$ cat src/efhps_pkg.sv
// efhps_pkg: shared types, constants and tables for the ecmp flow hash path select block
// no dependencies; imported by every module of the block
`default_nettype none

package efhps_pkg;

  localparam int HASH_W = 32;

  // initial a and b words of the flow hash
  localparam logic [HASH_W-1:0] GOLDEN_WORD = 32'h9e3779b9;
  // low hash bits used for the threshold walk
  localparam int unsigned LOW_MASK = 32'h0000ffff;
  localparam int REM_W = 16;
  localparam int THR_W = REM_W + 1;

  localparam int MAX_PATHS_DEF = 16;

  // one cell of the mix chain per line of the jenkins mix
  localparam int MIX_STEPS = 9;
  localparam int MIX_SHIFT [MIX_STEPS] = '{13, 8, 13, 12, 16, 5, 3, 10, 15};
  localparam bit MIX_LEFT  [MIX_STEPS] = '{1'b0, 1'b1, 1'b0, 1'b0, 1'b1, 1'b0, 1'b0, 1'b1, 1'b0};

  // ipv6: destination word added to b in each round
  localparam int V6_ROUNDS = 4;
  localparam logic [1:0] V6_B_WORD [V6_ROUNDS] = '{2'd2, 2'd3, 2'd1, 2'd0};

  // address family codes
  localparam logic [1:0] FAM_IPV4 = 2'd0;
  localparam logic [1:0] FAM_IPV6 = 2'd1;

  // configuration register indexes
  localparam int CFG_IDX_W = 2;
  localparam logic [CFG_IDX_W-1:0] CFG_HASH_SEED = 2'd0;
  localparam logic [CFG_IDX_W-1:0] CFG_IPV4_EN   = 2'd1;
  localparam logic [CFG_IDX_W-1:0] CFG_IPV6_EN   = 2'd2;
  localparam logic [HASH_W-1:0]    SEED_RESET    = 32'd1;

  // hash triple carried along the mix chain; x is the word the next cell updates
  typedef struct packed {
    logic [HASH_W-1:0] x;
    logic [HASH_W-1:0] y;
    logic [HASH_W-1:0] z;
  } mix_tri_t;

  // request into the path selector
  typedef struct packed {
    logic             start;
    logic             enable;
    logic [REM_W-1:0] rem;
  } sel_req_t;

  typedef enum logic [1:0] {
    ST_IDLE,
    ST_MIX,
    ST_SEL,
    ST_LOAD
  } state_t;

endpackage

`default_nettype wire

$ cat src/efhps_mix_cell.sv
// efhps_mix_cell: one line of the jenkins mix, registered, rotating the triple
// depends on efhps_pkg
`default_nettype none

module efhps_mix_cell
  import efhps_pkg::*;
#(
  parameter int SHIFT_AMT  = 13,
  parameter bit SHIFT_LEFT = 1'b0
) (
  input  wire logic     clk,
  input  wire logic     rst_n,
  input  wire logic     vld_i,
  input  wire mix_tri_t tri_i,
  output logic          vld_o,
  output mix_tri_t      tri_o
);

  logic [HASH_W-1:0] diff;
  logic [HASH_W-1:0] shf;
  mix_tri_t          tri_nxt;

  always_comb begin
    diff = tri_i.x - tri_i.y - tri_i.z;
    shf  = SHIFT_LEFT ? (tri_i.z << SHIFT_AMT) : (tri_i.z >> SHIFT_AMT);
    // updated word goes to the back, the next target to the front
    tri_nxt.x = tri_i.y;
    tri_nxt.y = tri_i.z;
    tri_nxt.z = diff ^ shf;
  end

  always_ff @(posedge clk) begin
    if (!rst_n) begin
      vld_o <= 1'b0;
    end else begin
      vld_o <= vld_i;
    end
  end

  always_ff @(posedge clk) begin
    tri_o <= tri_nxt;
  end

endmodule

`default_nettype wire

$ cat src/efhps_path_sel.sv
// efhps_path_sel: hash-threshold path walk, one threshold step per cycle
// depends on efhps_pkg
`default_nettype none

module efhps_path_sel
  import efhps_pkg::*;
#(
  parameter int MAX_PATHS = MAX_PATHS_DEF,
  localparam int PathW = $clog2(MAX_PATHS + 1),
  localparam int IdxW  = $clog2(MAX_PATHS)
) (
  input  wire logic             clk,
  input  wire logic             rst_n,
  input  wire sel_req_t         req,
  input  wire logic [PathW-1:0] paths_i,
  output logic                  done_o,
  output logic      [IdxW-1:0]  idx_o
);

  logic [THR_W-1:0] thr_tab [MAX_PATHS+1];

  // threshold = 1 + 0xffff / paths, worked out at elaboration
  for (genvar P = 0; P <= MAX_PATHS; P++) begin : g_thr
    if (P == 0) begin : g_zero
      assign thr_tab[P] = '0;
    end else begin : g_div
      localparam int unsigned ThrV = 1 + LOW_MASK / P;
      assign thr_tab[P] = THR_W'(ThrV);
    end
  end

  logic             busy_r;
  logic             done_r;
  logic             en_r;
  logic [REM_W-1:0] rem_r;
  logic [THR_W-1:0] thr_r;
  logic [IdxW-1:0]  idx_r;
  logic [PathW-1:0] paths_r;
  logic             step;

  assign step = en_r && (THR_W'(rem_r) > thr_r) &&
                ((PathW'(idx_r) + PathW'(1)) < paths_r);

  always_ff @(posedge clk) begin
    if (!rst_n) begin
      busy_r <= 1'b0;
      done_r <= 1'b0;
    end else begin
      done_r <= 1'b0;
      if (req.start) begin
        busy_r <= 1'b1;
      end else if (busy_r && !step) begin
        busy_r <= 1'b0;
        done_r <= 1'b1;
      end
    end
  end

  always_ff @(posedge clk) begin
    if (req.start) begin
      en_r    <= req.enable;
      rem_r   <= req.rem;
      thr_r   <= thr_tab[paths_i];
      paths_r <= paths_i;
      idx_r   <= '0;
    end else if (busy_r && step) begin
      rem_r <= rem_r - REM_W'(thr_r);
      idx_r <= idx_r + IdxW'(1);
    end
  end

  assign done_o = done_r;
  assign idx_o  = idx_r;

endmodule

`default_nettype wire

$ cat src/ecmp_flow_hash_path_select.sv
// ecmp_flow_hash_path_select: top level, flow hash over a chain of mix cells and path choice
// depends on efhps_pkg, efhps_mix_cell and efhps_path_sel
`default_nettype none

// Equal-cost multipath next-hop choice. One item at a time: the block takes an
// item when in_tready is high, runs the jenkins mix over its address words through
// a chain of nine registered cells (one mix line per cell, the triple moving one
// cell per cycle), and then walks the low 16 hash bits down by the path threshold
// one step per cycle. An ipv4 item makes one pass of the chain, an ipv6 item four
// passes (the words for the next round are added as the triple re-enters the first
// cell), any other family none. After the passes come s threshold steps (s is the
// chosen path index when the hash decides, else 0); the next item is accepted only
// once the result has been loaded into the output register, which waits for that
// register to be free. The result is held in an output register, so the next item
// can be taken while the previous result waits on out_tready. Configuration writes
// are taken at any cycle and should only be made while no item is in flight.
module ecmp_flow_hash_path_select
  import efhps_pkg::*;
#(
  parameter int MAX_PATHS = MAX_PATHS_DEF
) (
  input  wire logic                 clk,
  input  wire logic                 rst_n,
  // input items
  input  wire logic                 in_tvalid,
  output logic                      in_tready,
  // dst_word0, dst_word1, dst_word2, dst_word3, src_word0, src_word1, src_word2,
  // src_word3, path_count, zero fill
  input  wire logic [263:0]         in_tdata,
  // family, source_present
  input  wire logic [2:0]           in_tuser,
  // result items
  output logic                      out_tvalid,
  input  wire logic                 out_tready,
  // path_index, flow_hash, zero fill
  output logic      [39:0]          out_tdata,
  // hashed_choice
  output logic                      out_tuser,
  // configuration writes
  input  wire logic                 cfg_wr_en,
  input  wire logic [CFG_IDX_W-1:0] cfg_index,
  input  wire logic [HASH_W-1:0]    cfg_wr_data
);

  localparam int PathW = $clog2(MAX_PATHS + 1);
  localparam int IdxW  = $clog2(MAX_PATHS);

  // configuration registers
  logic [HASH_W-1:0] seed_r;
  logic              v4_en_r;
  logic              v6_en_r;

  always_ff @(posedge clk) begin
    if (!rst_n) begin
      seed_r  <= SEED_RESET;
      v4_en_r <= 1'b0;
      v6_en_r <= 1'b0;
    end else if (cfg_wr_en) begin
      case (cfg_index)
        CFG_HASH_SEED: seed_r  <= cfg_wr_data;
        CFG_IPV4_EN:   v4_en_r <= cfg_wr_data[0];
        CFG_IPV6_EN:   v6_en_r <= cfg_wr_data[0];
        default: ;  // index beyond the register list is ignored
      endcase
    end
  end

  // input field unpacking
  logic [1:0]        in_fam;
  logic              in_srcp;
  logic [HASH_W-1:0] in_dst [4];
  logic [HASH_W-1:0] in_src [4];
  logic [4:0]        in_pcnt;
  logic [PathW-1:0]  in_paths;
  logic              in_en;
  logic              in_mixed;

  always_comb begin
    in_fam  = in_tuser[1:0];
    in_srcp = in_tuser[2];
    for (int i = 0; i < 4; i++) begin
      in_dst[i] = in_tdata[i*HASH_W +: HASH_W];
      // missing source words count as zero
      in_src[i] = in_srcp ? in_tdata[(i+4)*HASH_W +: HASH_W] : '0;
    end
    in_pcnt = in_tdata[260:256];
    // zero paths counts as one, more than the maximum saturates
    if (in_pcnt == 5'd0) begin
      in_paths = PathW'(1);
    end else if (int'(in_pcnt) > MAX_PATHS) begin
      in_paths = PathW'(MAX_PATHS);
    end else begin
      in_paths = PathW'(in_pcnt);
    end
    in_en = ((in_fam == FAM_IPV4) && v4_en_r) || ((in_fam == FAM_IPV6) && v6_en_r);
    in_en = in_en && (in_paths >= PathW'(2));
    in_mixed = (in_fam == FAM_IPV4) || (in_fam == FAM_IPV6);
  end

  // state and per-item registers
  state_t            state_r;
  state_t            state_nxt;
  logic [1:0]        fam_r;
  logic [1:0]        round_r;
  logic [HASH_W-1:0] dst_r [4];
  logic [HASH_W-1:0] src_r [4];
  logic [PathW-1:0]  paths_r;
  logic              en_r;
  logic [HASH_W-1:0] hash_r;

  logic              in_acc;
  logic              last_round;
  logic              out_free;
  logic              load_out;

  // mix chain
  logic              chain_vld [MIX_STEPS+1];
  mix_tri_t          chain_tri [MIX_STEPS+1];
  logic [MIX_STEPS-1:0] cell_vld;
  logic              chain_done;
  mix_tri_t          chain_out;
  // triple entering the first cell
  logic              inj_vld;
  mix_tri_t          inj_tri;

  assign chain_vld[0] = inj_vld;
  assign chain_tri[0] = inj_tri;

  for (genvar k = 0; k < MIX_STEPS; k++) begin : g_cell
    efhps_mix_cell #(
      .SHIFT_AMT  (MIX_SHIFT[k]),
      .SHIFT_LEFT (MIX_LEFT[k])
    ) u_cell (
      .clk   (clk),
      .rst_n (rst_n),
      .vld_i (chain_vld[k]),
      .tri_i (chain_tri[k]),
      .vld_o (chain_vld[k+1]),
      .tri_o (chain_tri[k+1])
    );
    assign cell_vld[k] = chain_vld[k+1];
  end

  assign chain_done = chain_vld[MIX_STEPS];
  assign chain_out  = chain_tri[MIX_STEPS];

  // a pass ends with the triple back in a, b, c order
  assign last_round = (fam_r == FAM_IPV4) || (round_r == 2'(V6_ROUNDS - 1));
  assign in_acc     = in_tvalid && in_tready;
  assign out_free   = !out_tvalid || out_tready;

  // words entering the first cell: initial words at acceptance, next round after a pass
  mix_tri_t          inj_base;
  logic [HASH_W-1:0] add_a;
  logic [HASH_W-1:0] add_b;
  logic [HASH_W-1:0] add_c;
  logic [1:0]        round_nxt;

  always_comb begin
    round_nxt = round_r + 2'd1;
    if (state_r == ST_IDLE) begin
      inj_base.x = GOLDEN_WORD;
      inj_base.y = GOLDEN_WORD;
      inj_base.z = seed_r;
      add_a      = in_dst[0];
      add_b      = (in_fam == FAM_IPV6) ? in_dst[2] : in_src[0];
      add_c      = (in_fam == FAM_IPV6) ? in_src[0] : '0;
    end else begin
      inj_base   = chain_out;
      add_a      = dst_r[round_nxt];
      add_b      = dst_r[V6_B_WORD[round_nxt]];
      add_c      = src_r[round_nxt];
    end
    inj_tri.x = inj_base.x + add_a;
    inj_tri.y = inj_base.y + add_b;
    inj_tri.z = inj_base.z + add_c;
  end

  // path selector
  sel_req_t          sel_req;
  logic [PathW-1:0]  sel_paths;
  logic              sel_done;
  logic [IdxW-1:0]   sel_idx;

  efhps_path_sel #(
    .MAX_PATHS (MAX_PATHS)
  ) u_sel (
    .clk     (clk),
    .rst_n   (rst_n),
    .req     (sel_req),
    .paths_i (sel_paths),
    .done_o  (sel_done),
    .idx_o   (sel_idx)
  );

  // next state
  always_comb begin
    state_nxt = state_r;
    case (state_r)
      ST_IDLE: begin
        if (in_acc) begin
          state_nxt = in_mixed ? ST_MIX : ST_SEL;
        end
      end
      ST_MIX: begin
        if (chain_done && last_round) begin
          state_nxt = ST_SEL;
        end
      end
      ST_SEL: begin
        if (sel_done) begin
          state_nxt = out_free ? ST_IDLE : ST_LOAD;
        end
      end
      ST_LOAD: begin
        if (out_free) begin
          state_nxt = ST_IDLE;
        end
      end
      default: state_nxt = ST_IDLE;
    endcase
  end

  // control outputs
  always_comb begin
    in_tready      = 1'b0;
    inj_vld        = 1'b0;
    sel_req.start  = 1'b0;
    sel_req.enable = en_r;
    sel_req.rem    = chain_out.z[REM_W-1:0];
    sel_paths      = paths_r;
    load_out       = 1'b0;
    case (state_r)
      ST_IDLE: begin
        in_tready = 1'b1;
        inj_vld   = in_tvalid && in_mixed;
        // other families skip the mix: hash is the seed, default path
        sel_req.start  = in_tvalid && !in_mixed;
        sel_req.enable = 1'b0;
        sel_req.rem    = seed_r[REM_W-1:0];
        sel_paths      = in_paths;
      end
      ST_MIX: begin
        inj_vld       = chain_done && !last_round;
        sel_req.start = chain_done && last_round;
      end
      ST_SEL: begin
        load_out = sel_done && out_free;
      end
      ST_LOAD: begin
        load_out = out_free;
      end
      default: ;
    endcase
  end

  always_ff @(posedge clk) begin
    if (!rst_n) begin
      state_r <= ST_IDLE;
    end else begin
      state_r <= state_nxt;
    end
  end

  // item payload, captured at acceptance
  always_ff @(posedge clk) begin
    if (in_acc) begin
      fam_r   <= in_fam;
      paths_r <= in_paths;
      en_r    <= in_en;
      for (int i = 0; i < 4; i++) begin
        dst_r[i] <= in_dst[i];
        src_r[i] <= in_src[i];
      end
    end
  end

  // round count of the ipv6 passes
  always_ff @(posedge clk) begin
    if (!rst_n) begin
      round_r <= 2'd0;
    end else if (in_acc) begin
      round_r <= 2'd0;
    end else if ((state_r == ST_MIX) && chain_vld[0]) begin
      round_r <= round_nxt;
    end
  end

  // final hash word, kept while the path walk runs
  always_ff @(posedge clk) begin
    if (sel_req.start) begin
      hash_r <= (state_r == ST_IDLE) ? seed_r : chain_out.z;
    end
  end

  // output register
  logic              out_vld_r;
  logic [3:0]        out_idx_r;
  logic [HASH_W-1:0] out_hash_r;
  logic              out_hashed_r;

  always_ff @(posedge clk) begin
    if (!rst_n) begin
      out_vld_r <= 1'b0;
    end else if (load_out) begin
      out_vld_r <= 1'b1;
    end else if (out_tready) begin
      out_vld_r <= 1'b0;
    end
  end

  always_ff @(posedge clk) begin
    if (load_out) begin
      out_idx_r    <= 4'(sel_idx);
      out_hash_r   <= hash_r;
      out_hashed_r <= en_r;
    end
  end

  assign out_tvalid = out_vld_r;
  assign out_tdata  = {4'b0000, out_hash_r, out_idx_r};
  assign out_tuser  = out_hashed_r;

  // no triple may be in the chain while a new item can be taken
  a_chain_empty_when_ready : assert property (
    @(posedge clk) disable iff (!rst_n) in_tready |-> (cell_vld == '0)
  ) else $error("mix chain busy while accepting");

  // end of a pass only while mixing
  a_chain_done_in_mix : assert property (
    @(posedge clk) disable iff (!rst_n) chain_done |-> (state_r == ST_MIX)
  ) else $error("mix chain output outside the mix phase");

  // at most one triple travels the chain
  a_single_triple : assert property (
    @(posedge clk) disable iff (!rst_n) $onehot0(cell_vld)
  ) else $error("more than one triple in the mix chain");

  // the walk finishes only while the top waits for it
  a_sel_done_in_sel : assert property (
    @(posedge clk) disable iff (!rst_n) sel_done |-> (state_r == ST_SEL)
  ) else $error("path walk finished outside the select phase");

  // a result is loaded only from the select or load phase
  a_load_phase : assert property (
    @(posedge clk) disable iff (!rst_n)
      load_out |-> ((state_r == ST_SEL) || (state_r == ST_LOAD))
  ) else $error("result loaded in the wrong phase");

endmodule

`default_nettype wire

$ cat config.mk
export PLATFORM = sky130hd
export DESIGN_NAME = ecmp_flow_hash_path_select
export DESIGN_NICKNAME = d
export VERILOG_FILES = /design/src/efhps_pkg.sv /design/src/efhps_mix_cell.sv /design/src/efhps_path_sel.sv /design/src/ecmp_flow_hash_path_select.sv
export SDC_FILE = /design/constraint.sdc
export NUM_CORES = 2
export LEC_CHECK = 0
export ABC_AREA = 0
export BUFFER_PORTS_ARGS = -buffer_cell sky130_fd_sc_hd__buf_4
export CAP_MARGIN = 15
export CORE_AREA = 2 2 314 316
export DETAILED_ROUTE_END_ITERATION = 8
export DIE_AREA = 0 0 316 318
export PLACE_DENSITY_LB_ADDON = 0.1
export SETUP_SLACK_MARGIN = 0.05
export SYNTH_ARGS = -nofsm -noshare
export SYNTH_HDL_FRONTEND = slang
export SYNTH_SLANG_ARGS = --single-unit
$ cat constraint.sdc
create_clock -name clk -period 11.41 [get_ports clk]
set_input_delay 1.7115 -clock clk [delete_from_list [all_inputs] [get_ports clk]]
set_output_delay 1.7115 -clock clk [all_outputs]
set_load 0.05 [all_outputs]
# --- After elaboration in Yosys (flattened, before gate mapping) ---
# Memory sizes are Yosys's and may differ from the RTL's. A register that Yosys moved wholly into a read port is not among the register bits.
# Cells that the tools add are included.
classes:
  bitwise: 12
  muxes: 38
  div: 0
  n_lt_le_gt_ge: 5
  add_sub_neg: 25
  shifts: 0
  n_eq_ne: 11
  n_reduce_logical: 36
  mul: 0
op_table:
  columns: ["operator", "n"]
  rows:
  - ["$sub 32x32->32", 18]
  - ["$mux 32", 10]
  - ["$add 32x32->32", 3]
  - ["$mux 96", 1]
  - ["$xor 32x32->32", 3]
  - ["$xor 32x19->32", 2]
  - ["$mux 16", 3]
  - ["$xor 32x17->32", 1]
  - ["$xor 32x20->32", 1]
  - ["$xor 32x27->32", 1]
  - ["$xor 32x29->32", 1]
  - ["$gt 16x17->1", 1]
  - ["$mux 2", 8]
  - ["$sub 16x16->16", 1]
  - ["$mux 5", 3]
  - ["$logic_and 1x1->1", 14]
  - ["$eq 2x2->1 const B", 4]
  - ["$logic_not 2->1", 4]
  - ["$mux 1", 8]
  - ["$pmux 2 s4", 1]
  - ["$eq 2x1->1 const B", 3]
  - ["$ne 2x2->1 const B", 3]
  - ["$not 5->6", 1]
  - ["$pmux 1 s2", 3]
  - ["18 further kinds", 29]
totals:
  ram_bits: 256
  output_inout_bits: 43
  inputBits: 306
  memories: 3
  word_cells: 185
  reg_bits: 1017
  rom_bits: 544
  latchBits: 0
memory_table:
  columns: ["memory", "words", "word_bits", "read_ports", "rd_clocked_by_memory_dff", "wr", "line_no", "text"]
  rows:
  - ["(name not given)", 32, 17, 1, 1, 0, "efhps_path_sel.sv:63", "thr_r <= thr_tab[paths_i];"]
  - ["dst_r", 4, 32, 2, 0, 4, "ecmp_flow_hash_path_select.sv:105", "logic [HASH_W-1:0] dst_r [4];"]
  - ["src_r", 4, 32, 1, 0, 4, "ecmp_flow_hash_path_select.sv:106", "logic [HASH_W-1:0] src_r [4];"]

# --- Logic depth before layout (Yosys ltp) ---
# An unclocked memory read counts as a cell.
logic_depth:
  ltp_word: 11
  depth_mapped: 35
  depth_no_buf: 32

# --- Hierarchy ---
# Synthesis repeated with hierarchy kept, for this count alone.
unflattened:
  cells_unflattened: 6429
  area_unflattened_um2: 67330.8
modules_own_cells:
  columns: ["module", "area_each_um2", "seq_area_each_um2", "instances", "cells_per_inst"]
  rows:
  - ["ecmp_flow_hash_path_select", 21659.5, 10780.3, 1, 1983]
  - ["efhps_mix_cell at g_cell[0].u_cell ...", 4680.7, 1941.9, 2, 452]
  - ["efhps_mix_cell at g_cell[6].u_cell", 4961.0, 1941.9, 1, 494]
  - ["efhps_mix_cell at g_cell[7].u_cell", 4822.1, 1941.9, 1, 468]
  - ["efhps_mix_cell at g_cell[5].u_cell", 4803.4, 1941.9, 1, 466]
  - ["efhps_mix_cell at g_cell[1].u_cell", 4765.8, 1941.9, 1, 462]
  - ["efhps_mix_cell at g_cell[8].u_cell", 4667.0, 1941.9, 1, 444]
  - ["efhps_mix_cell at g_cell[3].u_cell", 4654.5, 1941.9, 1, 447]
  - ["efhps_mix_cell at g_cell[4].u_cell", 4654.5, 1941.9, 1, 459]
  - ["efhps_path_sel", 2981.6, 1291.2, 1, 302]

# --- Least setup slack after synthesis ---
# OpenSTA, ideal clock, no wires.
synth_timing:
  kind: "input to register"
  start: "input port in_tuser[0]"
  end: "register g_cell[0].u_cell.tri_o[31] (netlist bit)"
  cell_stages: 28
  setup_time_ns: 0.130
  path_buffers: 2
  setup_slack_ns: 3.455
  t_arrival_ns: 7.826
  path_cell_list: "nor2b_1 -> clkbuf_1 -> buf_1 -> nor2_1 -> a21oi_1 -> o21ai_0 -> ha_1 -> and2_1 -> a221o_1 -> a2111oi_2 -> nor2_1 -> a21o_1 -> a21oi_1 -> xor2_1 -> fa_1 -> fa_1 -> ha_1 -> a21oi_1 -> a21boi_0 -> o21a_1 -> o311ai_0 -> a21oi_1 -> a311oi_1 -> o21bai_1 -> a21o_1 -> nand2_1 -> a31oi_1 -> xnor3_1"
synth_between:
  elab_chain_len: 7
  word_cells_on_any_way: 10
  classes_between: "4 x add/sub; 1 x eq/ne; 4 x mux; 1 x bitwise"
synth_rtl:
  columns: ["element", "line_no", "text"]
  rows:
  - ["start, declared", "ecmp_flow_hash_path_select.sv:31", "input wire logic [2:0] in_tuser,"]
  - ["$eq 2x1->1 (*)", "ecmp_flow_hash_path_select.sv:166, ecmp_flow_hash_path_select.sv:167", null]
  - ["$mux 32", "ecmp_flow_hash_path_select.sv:166", "add_b = (in_fam == FAM_IPV6) ? in_dst[2] : in_src[0];"]
  - ["$mux 32", "ecmp_flow_hash_path_select.sv:161", "if (state_r == ST_IDLE) begin"]
  - ["$add 32x32->32", "ecmp_flow_hash_path_select.sv:175", "inj_tri.y = inj_base.y + add_b;"]
  - ["$sub 32x32->32", "efhps_mix_cell.sv:24", "diff = tri_i.x - tri_i.y - tri_i.z;"]
  - ["$sub 32x32->32 (*)", "efhps_mix_cell.sv:24", null]
  - ["named net g_cell[0].u_cell.diff[31]", "efhps_mix_cell.sv:19", "logic [HASH_W-1:0] diff;"]
  - ["$xor 32x19->32 (*)", "efhps_mix_cell.sv:29", "tri_nxt.z = diff ^ shf;"]
  - ["end signal, assigned", "efhps_mix_cell.sv:41", "tri_o <= tri_nxt;"]
  - ["end, declared", "efhps_mix_cell.sv:16", "output mix_tri_t tri_o"]
# Mark *: on every way through the listed nets, which the timed path passes. The rest lies on a longest branch.
# A chain may end at the register's enable or synchronous reset.

==> out/qor.yml <==
worst-setup-path-type: "flop to flop"
reg2reg_setup_slack_ns: 2.31
synth_compound_area_frac: 0.102
critPathArrivalTime_ns: 9.75
slowest_stage: "inv_2"
grtUsageTotal: 0.354
yosysMostFrequentCell: "dfxtp_1"
fp.dieArea_um2: 100000
synthXorXnorAreaFrac: 0.0785
ys_ff_latch: 1290
ctsHtreeMaxLevel: 4
clock_path_buffers: 3
syn_to_final_growth_pct: 13.7
n_fill_cell: 6915
grt.overflow.total: 0
fp.dieW_um: 316
status: "completed"
netlist_instances: 5640
relSlewSlack: 0.163
die_h_um: 318
finalHoldViolations: 0
io_pins: 349
endpoint: "g_cell[0].u_cell.tri_o[31]$_DFF_P_"
worstSetupStartpointType: "flop"
nNetsFinal: 7027
period_needed_ns: 9.10
post_cts_buffers: 0
core.rowCount: 115
rsz0062_at_grt: "false"
hold_buffers: 0
portBuffers: 341
wire_per_inst_um: 23.6
r2r-start: "state_r[1]$_SDFFE_PN0P_"
drt_pass1_iterations: 7
synthAdderAreaFrac: 0.175
maxCapViolCount: 0
cts_resized: 0
ant_nets: 0
slowest_delay_ns: 0.74
cts_tree: "yes"
yosysUniqueCellTypes: 90
drv_slew: 0
synth_top_area_share: 0.293
max_freq_ghz: 0.110
timing.rr.end: "g_cell[0].u_cell.tri_o[31]$_DFF_P_"
cts_root_buf: "clkbuf_16"
wl_um: 176000
muxShareOfSynthArea: 0.0376
finish.utilization: 0.733
antenna_found_initial: 26
grt_pass1_wl_um: 259000
first_global_vias: 42300
yosysTopAreaCell: "dfxtp_1"
critPathRequiredTime_ns: 12.06
insertion_delay_ns: 0.77
via_count: 42900
cp_max_fo: 55
design.core.area_um2: 97400
ys_warn_count: 0
cts_buffers: 136
ys_top_cells_by_area: "dfxtp_1, edfxtp_1, fa_1, ha_1, xnor2_1"
worstSetupEndpointType: "flop"
gp_congestion: 0.971
synthArstFlopShare: 0
clkTransAtPathRegs_ns: 0.07
skew_ns: 0.0276
r2r_cells: 31
crit_top_cell: "a21oi_1"
crit_start: "state_r[1]$_SDFFE_PN0P_"
grt_max_degree: 109
synth_top_family_by_area: "adder cells"
initial_utilization: 0.644
dp_hpwl_um: 139000
remaining_drc_errors: 0
setup_viol: 0
seq_area_frac_synth: 0.471
synth_ff_type: "dfxtp_1"
drt_iter0_markers: 3774
clkSinkCount: 1290
netlist_top_cells_count: "dfxtp_1, inv_1, nand2_1, xnor2_1, ha_1"
drive_gt1_frac: 0.118
hold_path.class: "flop to flop"
synth_edf_count: 372
worst_slew_pin_slew_ns: 1.24
hold_ws_ns: 0.333
yosys.area_share.simple: 0.0851
setup_tns_ns: 0
syn_area_per_cell_um2: 11.1
via_per_inst: 5.76
netlist_area_um2: 62800
period_share: 0.797
==> cell families after synthesis <==
group / after synthesis
flip-flops: 1290
AND/OR/NAND/NOR: 1136
AO/OA/AOI/OAI: 992
buffers and inverters: 852
adder cells (fa/ha/maj): 694
XOR/XNOR: 560
multiplexers: 115
other: 1
==> cell type report <==
| cell class | count | area [um2] | share of cell area |
|---|---|---|---|
| clock inverter | 74 | 892 | 0.0125 |
| inverter | 740 | 2790 | 0.0390 |
| multi-input combinational | 3501 | 30100 | 0.421 |
| antenna | 19 | 47.5 | 0.000666 |
| sequential | 1290 | 29600 | 0.414 |
| timing repair buffer | 358 | 2690 | 0.0377 |
| tap | 1287 | 1610 | 0.0226 |
| clock buffer | 176 | 3740 | 0.0525 |
==> critical path, delay by kind of cell, from the launching register on <==
family	cells	cell delay, ns
AO/OA/AOI/OAI	16	3.31
adder cells (fa/ha/maj)	5	1.98
AND/OR/NAND/NOR	5	1.59
buffers and inverters	3	0.89
XOR/XNOR	2	0.88
flip-flops	1	0.36
==> layer usage <==
layer  wire length, um  GRT usage  vias up
met2             84100      0.575     1788
met4              7660      0.146        2
met1             70100      0.465    21000
li1                  -          -    19700
met3             14100     0.0685      405
met5                13          0        -
==> registers in the layout, indices dropped and copies added, names as in the netlist, 2 cells and up <==
| register | flops |
|---|---|
| u_sel.paths_r | 5 |
| seed_r | 32 |
| u_sel.idx_o | 4 |
| out_idx_r | 4 |
| u_sel.thr_r | 17 |
| u_sel.rem_r | 16 |
| g_cell.u_cell.vld_o | 9 |
| dst_r | 128 |
| src_r | 128 |
| g_cell.u_cell.tri_o | 864 |
| state_r | 2 |
| out_hash_r | 32 |
| paths_r | 5 |
| round_r | 2 |
| fam_r | 2 |
| hash_r | 32 |
==> metrics by stage <==
stage	instances	instance area (um2)	setup slack, ns
2_1_floorplan	5643	62800	3.45
3_3_place_gp	7176	66700	2.28
3_5_place_dp	7176	66700	2.26
4_1_cts	7426	71300	2.47
5_1_grt	7443	71400	1.82
6_report	7445	71400	2.31
==> layout by cell type, fill, tap and decap left out, types with 9 or more instances in the layout <==
| cell type | n |
|---|---|
| dfxtp_1 | 917 |
| o21a_1 | 43 |
| diode_2 | 19 |
| edfxtp_1 | 372 |
| o21bai_1 | 39 |
| or3_1 | 14 |
| a31o_2 | 9 |
| inv_1 | 738 |
| nor3_1 | 38 |
| and3_1 | 23 |
| nand3_1 | 49 |
| o31ai_1 | 23 |
| clkbuf_8 | 19 |
| a21boi_0 | 46 |
| fa_1 | 308 |
| nand2_1 | 500 |
| o211ai_1 | 19 |
| nand4_1 | 28 |
| bufinv_16 | 14 |
| nand2b_1 | 59 |
| clkbuf_16 | 136 |
| a21o_1 | 171 |
| a21oi_1 | 302 |
| buf_4 | 358 |
| o21ai_0 | 193 |
| a31oi_1 | 30 |
| nor2b_1 | 32 |
| mux2i_1 | 15 |
| xor2_1 | 141 |
| ha_1 | 385 |
| clkinv_2 | 20 |
| nor2_1 | 198 |
| clkbuf_1 | 21 |
| inv_6 | 14 |
| mux4_2 | 96 |
| xnor2_1 | 417 |
| and4_1 | 9 |
| a211oi_1 | 14 |
| and2_1 | 143 |
==> worst min-delay path by stage <==
stage | start | end | slack (ns) | cells past startpoint
after floorplan | g_cell[0].u_cell.tri_o[23]$_DFF_P_ | g_cell[1].u_cell.tri_o[55]$_DFF_P_ | 0.33 | 0
after global placement | g_cell[3].u_cell.tri_o[47]$_DFF_P_ | g_cell[4].u_cell.tri_o[79]$_DFF_P_ | 0.33 | 0
after detailed placement | g_cell[3].u_cell.tri_o[56]$_DFF_P_ | g_cell[4].u_cell.tri_o[88]$_DFF_P_ | 0.33 | 0
after CTS | g_cell[1].u_cell.tri_o[42]$_DFF_P_ | g_cell[2].u_cell.tri_o[74]$_DFF_P_ | 0.33 | 0
after global routing | g_cell[1].u_cell.tri_o[42]$_DFF_P_ | g_cell[2].u_cell.tri_o[74]$_DFF_P_ | 0.34 | 0
final | g_cell[1].u_cell.tri_o[42]$_DFF_P_ | g_cell[2].u_cell.tri_o[74]$_DFF_P_ | 0.33 | 0
Power is left out: the tool's default activity adds up to more than one toggle a clock period on the data nets, which glitch-free logic cannot reach.
